$ cat src/design/tdp_pkg.sv
package tdp_pkg;

	// width of the number field on the input channel
	localparam int NUMBER_W = 32;

	// status of the shared remainder unit, as the sequencer sees it
	typedef struct packed {
		logic done;  // last step of the division is in this cycle
		logic zero;  // remainder after that step is zero
	} tdp_rem_stat_t;

endpackage

$ cat src/design/tdp_rem_unit.sv
module tdp_rem_unit import tdp_pkg::*; #(
	parameter int WIDTH = 32,
	parameter int DW    = 18
) (
	input  logic             clk,
	input  logic             arst_n,
	input  logic             start,
	input  logic [WIDTH-1:0] n,
	input  logic [DW-1:0]    d,
	output tdp_rem_stat_t    stat
);

	localparam int CW = (WIDTH > 1) ? $clog2(WIDTH) : 1;

	logic             busy_q;
	logic [CW-1:0]    cnt_q;
	logic [DW-1:0]    rem_q;
	logic [WIDTH-1:0] n_q;
	logic [DW:0]      trial;
	logic [DW:0]      diff;
	logic [DW-1:0]    rem_next;

	// one restoring step: bring down the next bit, subtract when it fits
	assign trial    = {rem_q, n_q[WIDTH-1]};
	assign diff     = trial - {1'b0, d};
	assign rem_next = (trial >= {1'b0, d}) ? diff[DW-1:0] : trial[DW-1:0];

	assign stat.done = busy_q && (cnt_q == '0);
	assign stat.zero = (rem_next == '0);

	always_ff @(posedge clk or negedge arst_n) begin
		if (!arst_n) begin
			busy_q <= 1'b0;
			cnt_q  <= '0;
		end else if (start) begin
			busy_q <= 1'b1;
			cnt_q  <= CW'(WIDTH - 1);
		end else if (busy_q) begin
			cnt_q <= cnt_q - 1'b1;
			if (cnt_q == '0) begin
				busy_q <= 1'b0;
			end
		end
	end

	always_ff @(posedge clk) begin
		if (start) begin
			rem_q <= '0;
			n_q   <= n;
		end else if (busy_q) begin
			rem_q <= rem_next;
			n_q   <= n_q << 1;
		end
	end

endmodule

$ cat config.mk
export PLATFORM = sky130hd
export DESIGN_NAME = tdp_rem_unit
export DESIGN_NICKNAME = d
export VERILOG_FILES = /design/src/design/tdp_pkg.sv /design/src/design/tdp_rem_unit.sv
export SDC_FILE = /design/constraint.sdc
export NUM_CORES = 1
export LEC_CHECK = 0
export BUFFER_PORTS_ARGS = -buffer_cell sky130_fd_sc_hd__buf_4
export CAP_MARGIN = 25
export CORE_AREA = 2 2 83 85
export CTS_CLUSTER_DIAMETER = 200
export DETAILED_ROUTE_END_ITERATION = 16
export DIE_AREA = 0 0 85 87
export PLACE_DENSITY = 0.79
export SYNTH_ARGS = -nofsm -noshare
export SYNTH_HDL_FRONTEND = slang
export SYNTH_SLANG_ARGS = --single-unit
$ cat constraint.sdc
create_clock -name clk -period 3.9 [get_ports clk]
set_clock_uncertainty 0.1 [all_clocks]
set_input_delay 0.39 -clock clk [delete_from_list [all_inputs] [get_ports clk]]
set_output_delay 0.39 -clock clk [all_outputs]
set_load 0.01 [all_outputs]
==> results of run 1 <==
==> Yosys cell counts (8+ instances only) <==
cell / count
nand2_1: 42
dfxtp_1: 18
ha_1: 20
clkbuf_1: 8
xnor2_1: 11
inv_1: 31
a311oi_2: 9
mux2_2: 31
edfxtp_1: 32
o21ai_0: 10
a21oi_1: 18
nor2_1: 29
==> state kept, by name, indices dropped and copies added (netlist names) <==
signal and flops:
rem_q 18, n_q 32, cnt_q 5, busy_q 1
==> worst max-delay path, cell delays in order (launching register included) <==
cell and delay (ns):
dfxtp_1 0.35, ha_2 0.39, nand4_1 0.20, nor4_4 0.45
a2111oi_4 0.14, and2_1 0.23, a21o_1 0.19, buf_4 0.20
a32oi_2 0.22, nand2_1 0.11, nor4_2 0.33, buf_4 0.18
==> worst min-delay path by stage <==
stage | from | end | slack, ns | cells after the start
floorplan | arst_n | busy_q$_DFF_PN0_ | -0.006 | 0
global placement | arst_n | cnt_q[2]$_DFFE_PN0P_ | 0.10 | 1
detailed placement | arst_n | cnt_q[2]$_DFFE_PN0P_ | 0.1 | 1
CTS | n[0] | n_q[0]$_SDFFCE_PN0P_ | 0.26 | 2
global route | n[0] | n_q[0]$_SDFFCE_PN0P_ | 0.25 | 2
finish | n[0] | n_q[0]$_SDFFCE_PN0P_ | 0.26 | 2
==> metrics by stage <==
stage          setup slack (ns)  util [%]  cell area (um2)  total power, mW  hold slack [ns]
6_report                  0.113      65.1             4270             1.32            0.264
5_1_grt                 0.00903      65.1             4270             1.36            0.255
4_1_cts                   0.103      64.1             4210             1.32            0.261
3_5_place_dp              0.331      61.9             4070            0.883           0.0993
3_3_place_gp              0.339      61.9             4070            0.876            0.101
2_1_floorplan             0.792         -             3620            0.811         -0.00559
==> report_power, final <==
| group | leakage (nW) | total (mW) | internal [mW] | switching [mW] |
|---|---|---|---|---|
| combinational | 1.18 | 0.194 | 0.106 | 0.0884 |
| sequential | 0.543 | 0.681 | 0.666 | 0.0141 |
| clock | 0.0654 | 0.441 | 0.257 | 0.184 |
| total | 1.79 | 1.32 | 1.03 | 0.287 |
==> cell type report <==
cell class | count | area (um2) | area share, %
Multi-Input combinational cell | 259 | 2000 | 46.8
Inverter | 31 | 116 | 2.72
Timing Repair Buffer | 60 | 453 | 10.6
Clock inverter | 2 | 60.1 | 1.41
Clock buffer | 6 | 72.6 | 1.70
Tap cell | 80 | 100 | 2.34
Sequential cell | 56 | 1470 | 34.4
==> cells by family after synthesis <==
kind of cell,Yosys count,share of synthesized area [%]
AND/OR/NAND/NOR,115,16.0
AO/OA/AOI/OAI,75,16.5
flip-flops,56,40.7
buffers and inverters,45,5.50
multiplexers,32,9.93
adder cells (fa/ha/maj),21,7.47
XOR/XNOR,16,3.88
==> per-layer routing <==
metal / part of all wire [%] / GRT usage [%]
met1: 46 / 27.7
met2: 49 / 33.8
met3: 3.5 / 3.51
met4: 2.0 / 5.77
met5: 0 / 0
==> placed cells by master (no fill, tap or decap), types with 9 or more instances in the layout <==
cell type	n
mux2_2	31
dfxtp_1	18
buf_4	59
a21oi_1	17
nor2_1	29
ha_1	18
o21ai_0	10
inv_1	31
nand2_1	42
xnor2_1	11
edfxtp_1	32
a311oi_2	9
==> timing repair <==
| item | in CTS | in global routing |
|---|---|---|
| setup buffers | 0 | 1 |
| hold endpoints to repair | 6 | 0 |
| endpoints found under the setup margin | 0 | 1 |
| resized for setup | 0 | 7 |
| hold buffers | 1 | 0 |
==> results.toml, run 1 <==
[yosys]
ys_ff_latch = 56
yosysTopAreaCellShare_pct = 26.6
yosys.area.top_type = "edfxtp_1"
yosys_warnings = 0
synth_nets = 434
avgSynthCellArea_um2 = 10.0
syn_inst = 360
synth.area.top_cells = "edfxtp_1 27%, dfxtp_1 10%, mux2_2 9.7%"
synth_cell_types = 58
synth_top_flop_cell = "edfxtp_1"
ys_seq_area_share_pct = 40.7
async_flop_share_pct = 10.7
syn-cell-area_mm2 = 0.00362
synth-edff-count = 32

[drt]
routed_wl_um = 7540
initialDrtViolationCount = 167
vias_per_cell = 5.62
drc_errors = 0
firstDrtPassIters = 4
wire_per_inst_um = 15.3
final_antenna_net_count = 0
vias = 2775

[final_layout]
syn_to_final_growth_pct = 18.2
fillers = 525
antenna_cells = 0
finalNonFillerCells = 494
finalNetCount = 487
drive_gt1_share_pct = 30.0

[setup_path]
end_kind = "primary output"
arrival_ns = 3.30
r2r-start = "rem_q[5]$_SDFFE_PP0P_"
crit_required_ns = 3.41
critPathKind = "reg -> out"
rrSetupSlack_ns = 0.99
rr_worst_depth = 10
r2r_end = "rem_q[14]$_SDFFE_PP0P_"
startpoint_type = "flip-flop"
startpoint = "rem_q[5]$_SDFFE_PP0P_"
crit_fanout = 18
crit_end = "stat[0]"

[timing]
worstMarginPinSlew_ns = 0.610
fin_setup_tns_ns = 0
drv_slew = 0
fmax_ghz = 0.264
slew_headroom_pct = 59.4
rsz0062_at_grt = "no"
period_needed_ns = 3.79
min_period_over_period_pct = 97.1
setup_viol = 0
hold_violations = 0

[run_status]
run_status = "finished clean"

[clocking]
path_clk_slew_ns = 0.10
cts.sinks = 56
insertion_delay_ns = 0.31
cts_made_buffers = 5
h-tree-depth = 2
cts_root_buf = "clkbuf_8"
cts_buffer_depth = 2
cts_tree = "done"

[global_routing]
grt_max_degree = 51
antenna_found_initial = 0
grt-ovfl-total = 0
grt_pass1_wl_um = 12200
gr-usage-all-layers_pct = 20.4
grt_pass1_vias = 2639

[placed_design]
dp_hpwl_um = 5610
portBuffers = 54
place_congestion = 0.892
dp.cells = 484

[floorplanning]
die_h_um = 87
fp.dieArea_mm2 = 0.00740
start_util_pct = 55.0
core_area_mm2 = 0.00657
die_w_um = 85
ios = 55
row_count = 30

[power]
power_density_mw_per_mm2 = 308
ir_worst_vdd_v = 0.000343
leakagePower_nw = 1.79

[min_path]
min_path_type = "in -> reg"

[flow_run]
maxCapViolCount = 0
(Power assumes the default switching activity.)
==> inputs of run 2 (changes only) <==
- PLACE_DENSITY: 0.79 -> 0.85
==> results.toml, run 2 (same netlist as run 1, synthesis figures left out) <==
[run_status]
run_status = "finished clean"

[clocking]
cts.sinks = 56
cts_tree = "done"
cts_made_buffers = 5
insertion_delay_ns = 0.30
path_clk_slew_ns = 0.09
cts_buffer_depth = 2
cts_root_buf = "clkbuf_8"
cts_setup_buffers = 0
h-tree-depth = 2

[timing]
setup_viol = 0
min_period_over_period_pct = 96.2
hold_violations = 0
whs_ns = 0.287
fmax_ghz = 0.267
drv_slew = 0
period_needed_ns = 3.75
slew_headroom_pct = 44.2
fin_setup_tns_ns = 0
worstMarginPinSlew_ns = 0.835

[setup_path]
slowest_delay_ns = 0.39
critPathSlowestCell = "ha_1"
startpoint_type = "flip-flop"
arrival_ns = 3.26
path_cells = "ha_1, nand4b_1, nor4_4, a2111oi_2, and2_1, a21o_1, buf_4, a32oi_2, nand2_1, nor4_2, buf_4"
cpMostUsedCell = "buf_4"
crit_required_ns = 3.41
critPathKind = "reg -> out"
crit_fanout = 18
end_kind = "primary output"

[final_layout]
finalNonFillerCells = 494
final_common_cell = "buf_4"
reg_top3 = "n_q (32), rem_q (18), cnt_q (5)"
syn_to_final_growth_pct = 17.5
regMostFlops = "n_q"
finalNetCount = 487
drive_gt1_share_pct = 30.4
fillers = 509
final_cell_mix = "59 x buf_4, 42 x nand2_1, 32 x edfxtp_1"
final_core_util_pct = 64.7
largest_reg_flops = 32
antenna_cells = 0

[drt]
final_antenna_net_count = 0
drc_errors = 0
initialDrtViolationCount = 166
firstDrtPassIters = 4
wire_per_inst_um = 15.6
vias = 2800
vias_per_cell = 5.67
routed_wl_um = 7700

[placed_design]
portBuffers = 54
dp_hpwl_um = 5810
place_congestion = 0.939
dp.cells = 485

[floorplanning]
start_util_pct = 55.0
ios = 55
die_h_um = 87
row_count = 30
core_area_mm2 = 0.00657
die_w_um = 85
fp.dieArea_mm2 = 0.00740

[global_routing]
grt_max_degree = 50
grt_pass1_wl_um = 12300
grt-ovfl-total = 0
antenna_found_initial = 0
grt_pass1_vias = 2602
gr-usage-all-layers_pct = 20.8

[power]
ir_worst_vdd_v = 0.000216
power_density_mw_per_mm2 = 277
total_power_mw = 1.18
leakagePower_nw = 1.76

[min_path]
min_path_type = "in -> reg"

[flow_run]
maxCapViolCount = 0
-- run 2: cell types whose count changed in the layout (fill, tap and decap cells not counted), sizes merged --
| cell | change |
|---|---|
| clkinv | +1 |
| bufinv | -2 |
| clkbuf | +1 |
-- run 2: layer usage --
| layer | share of wire, % | GRT usage, % | wire [um] | vias to the layer above |
|---|---|---|---|---|
| li1 | - | - | - | 1404 |
| met1 | 45 | 27.8 | 3440 | 1332 |
| met2 | 50 | 35.2 | 3820 | 57 |
| met3 | 4.3 | 3.22 | 331 | 7 |
| met4 | 1.4 | 5.92 | 108 | 0 |
| met5 | 0 | 0 | 0 | - |
-- run 2: stage by stage --
| step | area, um2 | setup WS [ns] |
|---|---|---|
| 6_report | 4250 | 0.150 |
| 5_1_grt | 4250 | -0.0476 |
| 4_1_cts | 4170 | 0.101 |
| 3_3_place_gp | 4080 | 0.454 |
| 3_5_place_dp | 4080 | 0.343 |
| 2_1_floorplan | 3620 | 0.792 |
-- run 2: layout make-up --
| type | instances | area, um2 | share of cell area (%) |
|---|---|---|---|
| Clock inverter | 1 | 5.00 | 0.118 |
| Timing Repair Buffer | 60 | 453 | 10.7 |
| Multi-Input combinational cell | 259 | 2030 | 47.7 |
| Sequential cell | 56 | 1470 | 34.6 |
| Tap cell | 80 | 100 | 2.36 |
| Clock buffer | 7 | 76.3 | 1.80 |
| Inverter | 31 | 116 | 2.74 |
-- run 2: repair_timing --
item | 4_1_cts | 5_1_grt
hold buffers | 1 | 0
hold endpoints to repair | 6 | 0
setup endpoints to repair | 0 | 1
gates resized for setup | 0 | 10
-- run 2: critical path: cells and delay by family, from the launching register on --
family	cells	cell delay, ns
AOI/OAI and AO/OA	3	0.55
adders and majority gates	1	0.39
buffers and inverters	2	0.37
DFF	1	0.36
and+or+nand+nor	5	1.29
-- run 2: path summary, 6_finish.rpt --
kind	from	to	slack, ns	depth (start not counted)
hold / removal	n[15]	n_q[15]$_DFFE_PP_	0.29	2
hold reg to reg	rem_q[12]$_SDFFE_PP0P_	rem_q[12]$_SDFFE_PP0P_	0.43	2
max in group asynchronous	arst_n	cnt_q[2]$_DFFE_PN0P_	3.24	2
setup reg to reg	rem_q[15]$_SDFFE_PP0P_	rem_q[6]$_SDFFE_PP0P_	0.76	9
setup / recovery	rem_q[15]$_SDFFE_PP0P_	stat[0]	0.15	11
min in group asynchronous	arst_n	cnt_q[1]$_DFFE_PN0P_	0.34	2
-- run 2: report_power, final --
group          leakage (nW)  switching, mW  internal [mW]
clock                0.0422          0.170          0.126
sequential            0.543         0.0147          0.667
combinational          1.17         0.0906          0.109
